==> config.mk <==
export PLATFORM = sky130hd
export DESIGN_NAME = pwmlls_ram
export DESIGN_NICKNAME = d
export VERILOG_FILES = /design/src/rtl/pwmlls_ram.sv
export SDC_FILE = /design/constraint.sdc
export NUM_CORES = 1
export LEC_CHECK = 0
export ABC_CLOCK_PERIOD_IN_PS = 3100
export BUFFER_PORTS_ARGS = -buffer_cell sky130_fd_sc_hd__clkbuf_2
export CORE_UTILIZATION = 65
export DETAILED_ROUTE_END_ITERATION = 6
export PLACE_DENSITY = 0.82
export REMOVE_ABC_BUFFERS = 1
export SLEW_MARGIN = 15
export SYNTH_ARGS = -nofsm -noshare
export SYNTH_HDL_FRONTEND = slang
export SYNTH_SLANG_ARGS = --single-unit
==> constraint.sdc <==
create_clock -name clk_i -period 3.1 [get_ports clk_i]
set_input_delay 0 -clock clk_i [delete_from_list [all_inputs] [get_ports clk_i]]
set_output_delay 0 -clock clk_i [all_outputs]
set_load 0.01 [all_outputs]
==> src/rtl/pwmlls_ram.sv <==
`timescale 1ns / 1ps
// ----------------------------------------------------------------------------
// pwmlls_ram
// Generic single-clock RAM with one write port and one registered read port.
// ----------------------------------------------------------------------------
module pwmlls_ram #(
  parameter  int unsigned WIDTH = 8,
  parameter  int unsigned DEPTH = 16,
  localparam int unsigned AW    = (DEPTH > 1) ? $clog2(DEPTH) : 1
) (
  input  logic             clk_i,
  input  logic             we_i,
  input  logic [AW-1:0]    waddr_i,
  input  logic [WIDTH-1:0] wdata_i,
  input  logic             re_i,
  input  logic [AW-1:0]    raddr_i,
  output logic [WIDTH-1:0] rdata_o
);

  logic [WIDTH-1:0] mem_q [DEPTH];
  logic [WIDTH-1:0] rdata_q;

  always_ff @(posedge clk_i) begin
    if (we_i) begin
      mem_q[waddr_i] <= wdata_i;
    end
    if (re_i) begin
      rdata_q <= mem_q[raddr_i];
    end
  end

  assign rdata_o = rdata_q;

endmodule

After elaboration in Yosys (flattened, before gate mapping)
Memories as Yosys holds them, arrays and structs flattened. A register that Yosys moved wholly into a read port is not among the register bits.
Cells that the tools add are included.
{ "totals": {"reg_bits": 0, "mem_bits_rw": 128, "inputBits": 19, "elab_cells": 3, "n_memories": 1} }
{ "classes": {"n_mux": 2} }
{ "mem_list": {"columns": ["memory", "words", "word_bits", "rd", "rd_clocked_by_memory_dff", "wr", "line", "text"], "rows": [
  ["mem_q", 16, 8, 1, 1, 1, "20", "logic [WIDTH-1:0] mem_q [DEPTH];"]
]} }
{ "ops": {"columns": ["operator", "n"], "rows": [
  ["1-bit two-way mux", 2]
]} }

Logic depth before layout (Yosys ltp)
{ "depth": {"ltp_word": 2, "depth_mapped": 5} }

Worst setup path after synthesis
Ideal clock, no wire load.
{ "synth_timing": {"path_kind": "input port to flip-flop", "from": "in waddr_i[2]", "to": "mem mem_q[0][0] (enable)", "setup_time_ns": 0.383, "arrival_ns": 1.110, "setup_slack_ns": 1.607, "stages": 2, "cell_sequence": "or3b_2 -> nor3_1"} }
{ "synth_rtl": {"columns": ["item", "line", "text"], "rows": [
  ["start, declared", "13", "input logic [AW-1:0] waddr_i,"],
  ["end, declared", "20", null]
]} }
Straight into the memory's write port.

==> qor.csv <==
metric,value,unit
run_status,"finished, final reports clean",
crit_required,3340,ps
grtUsageTotal,0.289,
final_antenna_net_count,0,
worstPathMaxFanout,1,
finalHoldViolCount,0,
cts_buffer_depth,2,
slew_headroom,0.346,
cap_viol_max_count,0,
diodes,0,
overflow,0,
ff2ff_setup_slack,1420,ps
hold_class,input pin to flip-flop,
drt_iter0_markers,284,
cp-start-kind,flip-flop,
slowest_delay,580,ps
portBuffers,26,
setup_violations,0,
io_pins,27,
clock-sinks,136,
crit_path_end_kind,flip-flop,
arrival,1920,ps
postSynthAreaPerCell,22.8,um2
core-area,7770,um2
crit_path_end,rdata_o[1],
worst_pin_slew,977,ps
rr_startpoint,mem_q[1][1],
path_cells,"mux4_1, a22oi_1, nand2_1",
dieArea,8410,um2
synth_warnings,0,
worst-path-buf-inv,0,
irDropWorstVdd,0.000434,V
layout_common_cells,"edfxtp_1, clkbuf_2, mux4_2",
startpoint,mem_q[1][1],
met3_usage,0.0804,
power_density,690,nW/um2
root_buffer,clkbuf_8,
gr-usage-met1,0.389,
ys_top_cells_by_area,"edfxtp_1, mux4_2, mux4_1",
period_needed,1680,ps
ff_latch_area,4080,um2
setup_tns,0,ps
synthCells,229,
reg2reg_depth,3,
skew,6.75,ps
post-route-period-util,0.541,
start_util,0.673,
netlist_area,5230,um2
routed_wl,10800,um
worstReg2RegEnd,rdata_o[1],
cts_setup_buffers,0,
grt_pass1_vias,2651,
area_growth_syn_to_layout,16.8,%
yosysTopAreaCellShare,0.781,
numCtsBuffers,17,
drive_gt1_frac,0.271,
grt_pass1_wl,16000,um
critPathTopFamily,multiplexers,
htree_num_levels,4,
grt_max_degree,33,
fin_nets,298,
fmax,596,MHz
synth_top_cell_by_area,edfxtp_1,
yosysUniqueCellTypes,18,
clk_pin_slew,60,ps
chipHeight,91.7,um
clk_latency,510,ps
cts_tree,yes,
rsz0062_at_grt,false,
viasPerCell,6.57,
synth_seq_cells,136,
drc,0,
final_common_cell,edfxtp_1,
multi_input_area,1060,um2
slowest_stage,mux4_1,
path_depth,3,
dp_hpwl,5860,um
rows,32,
place_congestion,0.730,
drt_first_pass_iters,5,
maxSlewViolCount,0,
leakagePower,0.00206,uW
antenna_found_initial,0,
path_class,flip-flop to flip-flop,
die_x,91.7,um
ys_seq_area_frac,0.781,
vias,2583,
finish.utilization,0.786,
use_met2,0.451,
wl_per_cell,27.5,um
fillers,386,
busiest_layer,met2,
worst register-to-register path: cells and delay by family (launching register included):
family	cells	cell delay [ps]
AOI/OAI and AO/OA	1	330
and+or+nand+nor	1	120
DFF	1	390
muxes	1	580
cells in the mapped netlist, drive strengths merged:
master	count
edfxtp	136
mux4	32
a22oi	16
nor2	13
nand2	9
buf	7
nor3	4
clkdlybuf4s25	3
nand2b	2
nand3b	2
and2	1
and2b	1
nand3	1
nor2b	1
or3b	1
power by group:
part | internal [uW] | switching, uW
sequential | 2070 | 13.8
clock | 1210 | 723
combinational | 81.2 | 113
total | 3360 | 850
registers in the layout (all words and copies together), names as in the netlist:
name / count
rdata_o: 8
mem_q: 128
layout make-up:
type,count,area share
Tap cell,102,0.0209
Timing Repair Buffer,41,0.0434
Multi-Input combinational cell,83,0.173
Clock inverter,14,0.0258
Clock buffer,17,0.0678
Sequential cell,136,0.669
cells by family after synthesis:
kind of cell / share of synthesized area
buffers and inverters: 0.0165
AND/OR/NAND/NOR: 0.0314
AO/OA/AOI/OAI: 0.0230
flip-flops: 0.781
multiplexers: 0.148
per-stage QoR:
stage	instances	hold slack (ps)	setup slack (ps)	power [uW]	instance area [um2]
after floorplan	219	98.9	1610	2210	5140
final	393	61.5	1420	4210	6110
after CTS	393	56.2	1440	4230	6110
after global placement	353	400	1070	2300	5440
after global routing	393	74.7	1400	4320	6110
after detailed placement	353	415	1020	2300	5440
routing by layer:
layer  up-vias  wire (um)
met5         -          0
met4         0        238
met3        23        957
met2       163       5360
met1      1308       4240
li1       1089          -
worst min path at each step:
| stage | start | cells after the start | slack (ps) | to |
|---|---|---|---|---|
| 6_report | waddr_i[0] | 3 | 60 | mem_q[0][1] |
| 5_1_grt | waddr_i[0] | 3 | 70 | mem_q[12][4] |
| 4_1_cts | waddr_i[0] | 3 | 60 | mem_q[8][0] |
| 3_5_place_dp | wdata_i[3] | 1 | 420 | mem_q[15][3] |
| 3_3_place_gp | wdata_i[3] | 1 | 400 | mem_q[15][3] |
| 2_1_floorplan | wdata_i[0] | 0 | 100 | mem_q[0][0] |
what timing repair did:
item,CTS,global route
hold buffers,9,0
endpoints found under the hold margin,136,0
gates resized for setup,0,0
No activity file was read; power rests on OpenSTA's default activity.
