$ cat src/rtl/pwmlls_pkg.sv
`timescale 1ns / 1ps
// ----------------------------------------------------------------------------
// pwmlls_pkg
// Shared types, constants and helper functions of the position weight
// matrix log-likelihood scorer.
// ----------------------------------------------------------------------------
package pwmlls_pkg;

  // default sizing
  localparam int unsigned MAX_MOTIF_LEN_DEF = 64;
  localparam int unsigned FRAC_BITS_DEF     = 16;

  // field widths
  localparam int unsigned COL_W      = 6;
  localparam int unsigned SLOT_W     = 2;
  localparam int unsigned PROB_W     = 17;
  localparam int unsigned CHAR_W     = 8;
  localparam int unsigned LEN_W      = 7;
  localparam int unsigned START_W    = 6;
  localparam int unsigned SCORE_W    = 27;
  localparam int unsigned CFG_IDX_W  = 2;
  localparam int unsigned CFG_DATA_W = 7;

  // integer bits of a stored -ln(p) entry
  localparam int unsigned NEGLOG_INT_W = 5;
  // fraction bits of log2 produced by the squaring loop
  localparam int unsigned LOG_FRAC_W   = 28;

  localparam logic [31:0]        LN2_Q30       = 32'd744261118;
  localparam logic [31:0]        NEGLN_EPS_Q24 = 32'd463571610;
  localparam logic [PROB_W-1:0]  PROB_ONE      = 17'd65536;
  localparam logic [LEN_W-1:0]   COUNT_MAX     = 7'd127;
  localparam logic [SCORE_W-1:0] SCORE_MAX     = 27'h7FF_FFFF;

  // operation codes
  localparam logic OP_LOAD  = 1'b0;
  localparam logic OP_SCORE = 1'b1;

  // configuration register indexes
  localparam logic [CFG_IDX_W-1:0] CFG_MOTIF_LENGTH = 2'd0;
  localparam logic [CFG_IDX_W-1:0] CFG_CORE_START   = 2'd1;
  localparam logic [CFG_IDX_W-1:0] CFG_CORE_LENGTH  = 2'd2;

  // base slots
  localparam logic [SLOT_W-1:0] SLOT_A = 2'd0;
  localparam logic [SLOT_W-1:0] SLOT_C = 2'd1;
  localparam logic [SLOT_W-1:0] SLOT_G = 2'd2;
  localparam logic [SLOT_W-1:0] SLOT_T = 2'd3;

  // ascii nucleotide codes
  localparam logic [CHAR_W-1:0] CHAR_A_UP = 8'h41;
  localparam logic [CHAR_W-1:0] CHAR_A_LO = 8'h61;
  localparam logic [CHAR_W-1:0] CHAR_C_UP = 8'h43;
  localparam logic [CHAR_W-1:0] CHAR_C_LO = 8'h63;
  localparam logic [CHAR_W-1:0] CHAR_G_UP = 8'h47;
  localparam logic [CHAR_W-1:0] CHAR_G_LO = 8'h67;
  localparam logic [CHAR_W-1:0] CHAR_T_UP = 8'h54;
  localparam logic [CHAR_W-1:0] CHAR_T_LO = 8'h74;
  localparam logic [CHAR_W-1:0] CHAR_U_UP = 8'h55;
  localparam logic [CHAR_W-1:0] CHAR_U_LO = 8'h75;

  typedef struct packed {
    logic              operation;
    logic [COL_W-1:0]  column;
    logic [SLOT_W-1:0] base_slot;
    logic [PROB_W-1:0] probability;
    logic [CHAR_W-1:0] base_char;
    logic              last_base;
  } in_item_t;

  typedef struct packed {
    logic [SCORE_W-1:0] total_score;
    logic [SCORE_W-1:0] window_score;
    logic               status;
  } out_item_t;

  typedef struct packed {
    logic              known;
    logic [SLOT_W-1:0] slot;
  } char_slot_t;

  // -ln(1e-12), rounded half up to frac fraction bits
  function automatic logic [31:0] neg_eps_q(input int unsigned frac);
    logic [31:0] r;
    r = (NEGLN_EPS_Q24 + (32'd1 << (23 - frac))) >> (24 - frac);
    return r;
  endfunction

  // -ln(0.25) = 2 * ln2, rounded half up to frac fraction bits
  function automatic logic [31:0] neg_quarter_q(input int unsigned frac);
    logic [31:0] r;
    r = (LN2_Q30 + (32'd1 << (28 - frac))) >> (29 - frac);
    return r;
  endfunction

  // nucleotide character to table slot, case ignored, u counts as t
  function automatic char_slot_t char_slot(input logic [CHAR_W-1:0] ch);
    char_slot_t r;
    case (ch) inside
      CHAR_A_UP, CHAR_A_LO: r = '{known: 1'b1, slot: SLOT_A};
      CHAR_C_UP, CHAR_C_LO: r = '{known: 1'b1, slot: SLOT_C};
      CHAR_G_UP, CHAR_G_LO: r = '{known: 1'b1, slot: SLOT_G};
      CHAR_T_UP, CHAR_T_LO,
      CHAR_U_UP, CHAR_U_LO: r = '{known: 1'b1, slot: SLOT_T};
      default:              r = '{known: 1'b0, slot: SLOT_A};
    endcase
    return r;
  endfunction

endpackage

$ cat src/rtl/pwmlls_neglog.sv
`timescale 1ns / 1ps
// ----------------------------------------------------------------------------
// pwmlls_neglog
// Iterative converter from a Q1.16 probability to -ln(p) in fixed point,
// using leading-one normalization, log2 by repeated squaring and a scale by ln2.
// ----------------------------------------------------------------------------
module pwmlls_neglog
  import pwmlls_pkg::*;
#(
  parameter  int unsigned FRAC_BITS = FRAC_BITS_DEF,
  localparam int unsigned NW        = NEGLOG_INT_W + FRAC_BITS
) (
  input  logic              clk_i,
  input  logic              rst_ni,
  input  logic              start_i,
  input  logic [PROB_W-1:0] prob_i,
  output logic              busy_o,
  output logic              done_o,
  output logic [NW-1:0]     result_o
);

  localparam logic [NW-1:0] NEG_EPS = NW'(neg_eps_q(FRAC_BITS));
  localparam int unsigned   ITER_W  = $clog2(LOG_FRAC_W);
  localparam logic [ITER_W-1:0] ITER_LAST = ITER_W'(LOG_FRAC_W - 1);

  localparam logic [2:0] ST_IDLE   = 3'd0;
  localparam logic [2:0] ST_NORM   = 3'd1;
  localparam logic [2:0] ST_SQUARE = 3'd2;
  localparam logic [2:0] ST_DIFF   = 3'd3;
  localparam logic [2:0] ST_MUL    = 3'd4;
  localparam logic [2:0] ST_ROUND  = 3'd5;

  logic [2:0]            state_q, state_d;
  logic [PROB_W-1:0]     v_q, v_d;
  logic                  zero_q, zero_d;
  logic [4:0]            k_q, k_d;
  logic [31:0]           m_q, m_d;
  logic [LOG_FRAC_W-1:0] frac_q, frac_d;
  logic [ITER_W-1:0]     iter_q, iter_d;
  logic [31:0]           lo_q, lo_d;
  logic                  hi_q, hi_d;
  logic [63:0]           prod_q, prod_d;

  logic [4:0]  lead;
  logic [63:0] sq;
  logic [32:0] nl;
  logic [63:0] rnd_sum;

  // leading one of the saturated probability
  always_comb begin
    lead = 5'd0;
    for (int i = 0; i < PROB_W; i++) begin
      if (v_q[i]) begin
        lead = 5'(i);
      end
    end
  end

  assign sq      = m_q * m_q;
  assign nl      = {(5'd16 - k_q), {LOG_FRAC_W{1'b0}}} - {5'd0, frac_q};
  assign rnd_sum = prod_q + (hi_q ? {LN2_Q30, 32'd0} : 64'd0)
                 + (64'd1 << (57 - FRAC_BITS));

  always_comb begin
    state_d = state_q;
    v_d     = v_q;
    zero_d  = zero_q;
    k_d     = k_q;
    m_d     = m_q;
    frac_d  = frac_q;
    iter_d  = iter_q;
    lo_d    = lo_q;
    hi_d    = hi_q;
    prod_d  = prod_q;
    unique case (state_q)
      ST_IDLE: begin
        if (start_i) begin
          v_d     = (prob_i > PROB_ONE) ? PROB_ONE : prob_i;
          zero_d  = (prob_i == '0);
          state_d = ST_NORM;
        end
      end
      ST_NORM: begin
        k_d     = lead;
        m_d     = 32'(v_q) << (5'd31 - lead);
        frac_d  = '0;
        iter_d  = ITER_LAST;
        state_d = zero_q ? ST_ROUND : ST_SQUARE;
      end
      ST_SQUARE: begin
        // square stays in [1,4): a result of 2 or more yields a one bit
        if (sq[63]) begin
          m_d    = sq[63:32];
          frac_d = {frac_q[LOG_FRAC_W-2:0], 1'b1};
        end else begin
          m_d    = sq[62:31];
          frac_d = {frac_q[LOG_FRAC_W-2:0], 1'b0};
        end
        iter_d = iter_q - ITER_W'(1);
        if (iter_q == '0) begin
          state_d = ST_DIFF;
        end
      end
      ST_DIFF: begin
        lo_d    = nl[31:0];
        hi_d    = nl[32];
        state_d = ST_MUL;
      end
      ST_MUL: begin
        prod_d  = lo_q * LN2_Q30;
        state_d = ST_ROUND;
      end
      ST_ROUND: begin
        state_d = ST_IDLE;
      end
      default: begin
        state_d = ST_IDLE;
      end
    endcase
  end

  always_ff @(posedge clk_i or negedge rst_ni) begin
    if (!rst_ni) begin
      state_q <= ST_IDLE;
    end else begin
      state_q <= state_d;
    end
  end

  always_ff @(posedge clk_i) begin
    v_q    <= v_d;
    zero_q <= zero_d;
    k_q    <= k_d;
    m_q    <= m_d;
    frac_q <= frac_d;
    iter_q <= iter_d;
    lo_q   <= lo_d;
    hi_q   <= hi_d;
    prod_q <= prod_d;
  end

  assign busy_o   = (state_q != ST_IDLE);
  assign done_o   = (state_q == ST_ROUND);
  assign result_o = zero_q ? NEG_EPS : rnd_sum[58 - FRAC_BITS +: NW];

endmodule

$ cat config.mk
export PLATFORM = sky130hd
export DESIGN_NAME = pwmlls_neglog
export DESIGN_NICKNAME = d
export VERILOG_FILES = /design/src/rtl/pwmlls_pkg.sv /design/src/rtl/pwmlls_neglog.sv
export SDC_FILE = /design/constraint.sdc
export NUM_CORES = 2
export LEC_CHECK = 0
export BUFFER_PORTS_ARGS = -buffer_cell sky130_fd_sc_hd__buf_2
export CAP_MARGIN = 10
export CORE_MARGIN = 2
export CORE_UTILIZATION = 35
export CTS_CLUSTER_SIZE = 24
export DETAILED_ROUTE_END_ITERATION = 7
export GPL_ROUTABILITY_DRIVEN = 0
export SLEW_MARGIN = 20
export SYNTH_ARGS = -nofsm -noshare
export SYNTH_HDL_FRONTEND = slang
export SYNTH_SLANG_ARGS = --single-unit
export TNS_END_PERCENT = 100
$ cat constraint.sdc
create_clock -name clk_i -period 12.7 [get_ports clk_i]
set_input_delay 0.635 -clock clk_i [delete_from_list [all_inputs] [get_ports clk_i]]
set_output_delay 0.635 -clock clk_i [all_outputs]
set_load 0.005 [all_outputs]
# Yosys cells after proc, flatten, opt, wreduce, memory -nomap -nowiden
# Cells that the tools add are included.
# totals
inputBits	20
ram_bits	0
reg_bits	185
memories	0
latchBits	0
mem_bits_ro	0
output_inout_bits	23
# op_classes
bitwise	0
mux	27
n_reduce_logical	7
n_eq_ne	7
add_sub_neg	6
order_cmp	1
shifts	1
div_mod_pow	0
multipliers	2
# op_table
cell	n
2-to-1 mux 5 bit	14
multiplier 32 x 32 -> 64 bit	1
case mux 32 bit (2 select lines)	1
adder 62 x 62 -> 63 bit	1
adder 63 x 42 -> 63 bit, second input constant	1
2-to-1 mux 62 bit	1
multiplier 32 x 29 -> 61 bit, second input constant	1
case mux 28 bit (2 select lines)	1
subtractor 33 x 28 -> 33 bit	1
2-to-1 mux 32 bit	1
left shift 17 x 5 -> 32 bit	1
2-to-1 mux 21 bit	1
> comparator 17 bit, second input constant	1
zero test 17 bit	1
case mux 3 bit (5 select lines)	1
case mux 5 bit (2 select lines)	1
subtractor 5 bit, first input constant	2
2-to-1 mux 3 bit	3
equality test 3 x 2 -> 1 bit, second input constant	2
equality test 3 bit, second input constant	2
zero test 5 bit	1
subtractor 5 x 1 -> 5 bit, second input constant	1
inequality test 2 bit, second input constant	2
AND reduction 2 bit	2
other kinds (6)	7

# Logic depth before layout (Yosys ltp)
# logic_depth
word_depth	19
ltp_mapped	32
mapped_depth_nobuf	28

# Worst setup path after synthesis
# Ideal clock, no wire load.
# synth_timing
kind	register to register
start	reg m_q[2]
end	reg m_q[30], data pin
t_arrival_ns	7.567
setup_ns	0.268
path_buffers	2
stages_incl_launch_ff	29
path_slack_ns	4.864
path_cell_list	edfxtp_1 clkbuf_1 buf_1 nand2_1 fa_1 inv_1 fa_1 inv_1 fa_1 fa_1 inv_1 fa_1 inv_1 fa_1 inv_1 fa_1 fa_1 ha_1 a21o_1 o21bai_1 a31oi_1 o211ai_1 a211oi_1 o41ai_4 a21oi_4 nor4b_1 a2111oi_2 a21oi_1 o22ai_1
# synth_between
elab_chain_len	3
# synth_rtl
element	line_no	source
start, declared	pwmlls_neglog.sv:37	logic [31:0] m_q, m_d;
start signal, assigned	pwmlls_neglog.sv:134	m_q <= m_d;
multiplier 32 x 32 -> 64 bit	pwmlls_neglog.sv:59	assign sq = m_q * m_q;
2-to-1 mux 32 bit	pwmlls_neglog.sv:92	if (sq[63]) begin
case mux 32 bit (2 select lines)	pwmlls_neglog.sv:75	unique case (state_q)
net m_d[30]	pwmlls_neglog.sv:37	
# The timed path passes the listed nets, and every way through them passes these cells.
# A chain may end at the register's enable or synchronous reset.

# Worst setup path in the final report
# layout_timing
start	reg m_q[9]
end	reg m_q[15], data pin
# Same word-level chain as after synthesis.

==> impl_metrics.toml <==
[run_status]
outcome = "finished, final reports clean"

[synthesis]
synth-simple-area-share_pct = 9.24
syn-cell-area_sq_mm = 0.0524
yosys_register_bits = 153
ys_types = 88
synth_nets = 7157
muxShareOfSynthArea_pct = 1.22
synthAdderAreaFrac_pct = 59.7
synth_cells = 5330
synth-xor-area-share_pct = 2.59
synth-seq-area-share_pct = 8.74
synth_top_family_by_area = "adder cells"
postSynthAreaPerCell_sq_um = 9.82
synth_compound_area_share_pct = 6.02
synth-edff-count = 150
yosysWarnings = 0
yosys_most_used_dff = "edfxtp_1"
synthArstFlopShare_pct = 1.96

[cells_and_area]
fillCellCount = 14800
syn2layout_area_growth_pct = 5.89
seqCellArea_sq_mm = 0.00458
mostFrequentLayoutCell = "inv_1"
finalCoreUtilization_pct = 37.4
final_area_sq_mm = 0.0554
mostFrequentLayoutCells = "1581 x inv_1, 1155 x fa_1, 652 x ha_1"
fin_nets = 7125
multi_input_area_sq_mm = 0.0413
drive_gt1_share_pct = 3.39

[detailed_routing]
vias_per_cell = 4.84
drtIter0Drc = 1942
route.detailed.drc = 0
drtPass1Iterations = 5
ant_nets = 0
wire_per_inst_um = 18.1
wl_um = 131000
vias = 35000

[worst_setup_path]
crit_family = "adder cells"
max_stage_delay_ns = 0.82
path_class = "reg2reg"
r2r_cells = 25
cp_max_fo = 16
crit_path_end_kind = "flop"
r2r_slack_ns = 3.34
crit_top_cell = "fa_1"
cp-start-kind = "flop"
path_buf_inv = 4
cp.required_ns = 12.90
worstReg2RegStart = "m_q[9]"
r2r_end = "m_q[15]"
slowest_stage = "edfxtp_1"
arrival_ns = 9.55

[sta]
worst_clock_skew_ns = 0.0214
tightest_slew_ns = 1.23
setup_slack_ns = 3.34
setup_viol = 0
grt_setup_unrepaired = "false"
fmax_mhz = 107
drv_slew = 0
setup_tns_ns = 0
fin_crit_ns = 9.36
finalCritPeriodShare_pct = 73.7
slew_headroom_pct = 17.2
hold_viol_final = 0

[clock_network]
cts_max_level = 4
cts-root-buf = "clkbuf_16"
clockBufferDepth = 2
numCtsBuffers = 17
cts_tree = "yes"
cts_sinks = 153
hold_buffers = 1
clk_pin_slew_worst_paths_ns = 0.09
clock_latency_ns = 0.47
ctsResizeCount = 0
cts_setup_buffers = 0

[floorplanning]
die_area_sq_mm = 0.153
ios = 43
dieWidth_um = 391
die-height_um = 391
core_area_sq_mm = 0.148
start_util_pct = 35.3
rows = 141

[placed_design]
placed_area_sq_mm = 0.0548
place_hpwl_um = 107000
port_buffers = 42
place_ws_ns = 3.41

[worst_hold_path]
worst_hold_path_type = "in2reg"
hp-start = "start_i"
hold_depth = 3
whs_endpoint = "state_q[0]"

[grt]
use_met1_pct = 23.4
gr-total-overflow = 0
first_global_vias = 38400
grt_first_pass_wirelength_um = 212000
met3_usage_pct = 2.03
grt_max_degree = 66
grt.total_usage_pct = 17.7
grt_busiest_layer = "met2"
grtUsageMet2_pct = 30.6
antenna_found_initial = 2

[job]
maxCapViolations = 0
## final cells by class
type                    count  share of cell area (%)
diodes                      1                 0.00451
multi-input cells        3447                    74.5
clock buffers              17                   0.767
well taps                1930                    4.35
inverters                1583                    10.7
repair buffers             96                    1.11
clock inverters            15                   0.327
flip-flops and latches    153                    8.26
## layer usage
layer | vias to the layer above | share of wire (%)
li1 | 16000 | -
met1 | 17900 | 43
met2 | 903 | 49
met3 | 205 | 5.0
met4 | 2 | 3.1
met5 | - | 0.012
## synthesized netlist by cell type, drive strengths merged, types with 13 or more instances
cell type  number  share of area [%]
ha            652                 16
a31oi          19               0.23
nor3           39               0.40
and2          267                3.2
nand2b         20               0.24
o21ai          73               0.70
mux2i          58                1.1
nand4          21               0.25
nor2          142                1.0
inv          1582                 11
nor2b          41               0.49
a211oi         16               0.24
a21oi         124                1.2
a21o           74                1.1
edfxtp        150                8.6
xor2           64                1.1
a31o           13               0.22
nand2         325                2.3
clkbuf        137               0.98
and3           23               0.27
o21bai         26               0.37
xnor2          91                1.5
o21a           14               0.20
fa           1155                 44
nand3          34               0.33
## cell families (layout without fill, tap and decap cells)
group                      count (synthesis)  count (layout)
AOI/OAI and AO/OA                        460             460
xor gates and xnor gates                 155             155
adders and majority gates               1807            1807
buffers and inverters                   1730            1711
DFF                                      153             153
muxes                                     63              63
other                                      0               1
and+or+nand+nor                          962             962
## registers in the layout, summed over array words and instances (netlist names)
signal and flops:
state_q 3, iter_q 5, prod_q 29, k_q 5, zero_q 1, v_q 17, m_q 32, frac_q 28
hi_q 1, lo_q 32
## worst reg2reg max path, delay by kind of cell, from the launching register on
family | cells | cell delay [ns]
buffers and inverters | 4 | 0.77
muxes | 1 | 0.20
and+or+nand+nor | 2 | 0.48
DFF | 1 | 0.82
AOI/OAI and AO/OA | 8 | 2.31
adders and majority gates | 9 | 4.30
xor gates and xnor gates | 1 | 0.19
## worst max path at each step
| stage | to | slack, ns | cells after the start | startpoint |
|---|---|---|---|---|
| after floorplan | m_q[30] | 4.86 | 28 | m_q[2] |
| final | m_q[15] | 3.34 | 25 | m_q[9] |
| after detailed placement | m_q[15] | 3.41 | 25 | m_q[9] |
| after global routing | m_q[15] | 3.07 | 25 | m_q[9] |
| after CTS | m_q[15] | 3.39 | 25 | m_q[9] |
| after global placement | m_q[21] | 3.60 | 28 | m_q[26] |
## per-stage QoR
stage                     hold WS [ns]  cells
after global placement           0.434   7207
after global routing             0.473   7241
after CTS                        0.455   7240
after detailed placement         0.441   7207
final                            0.477   7242
after floorplan                  0.339   5330
Power is left out: the tool's default activity adds up to more than one toggle a clock period on the data nets, which glitch-free logic cannot reach.
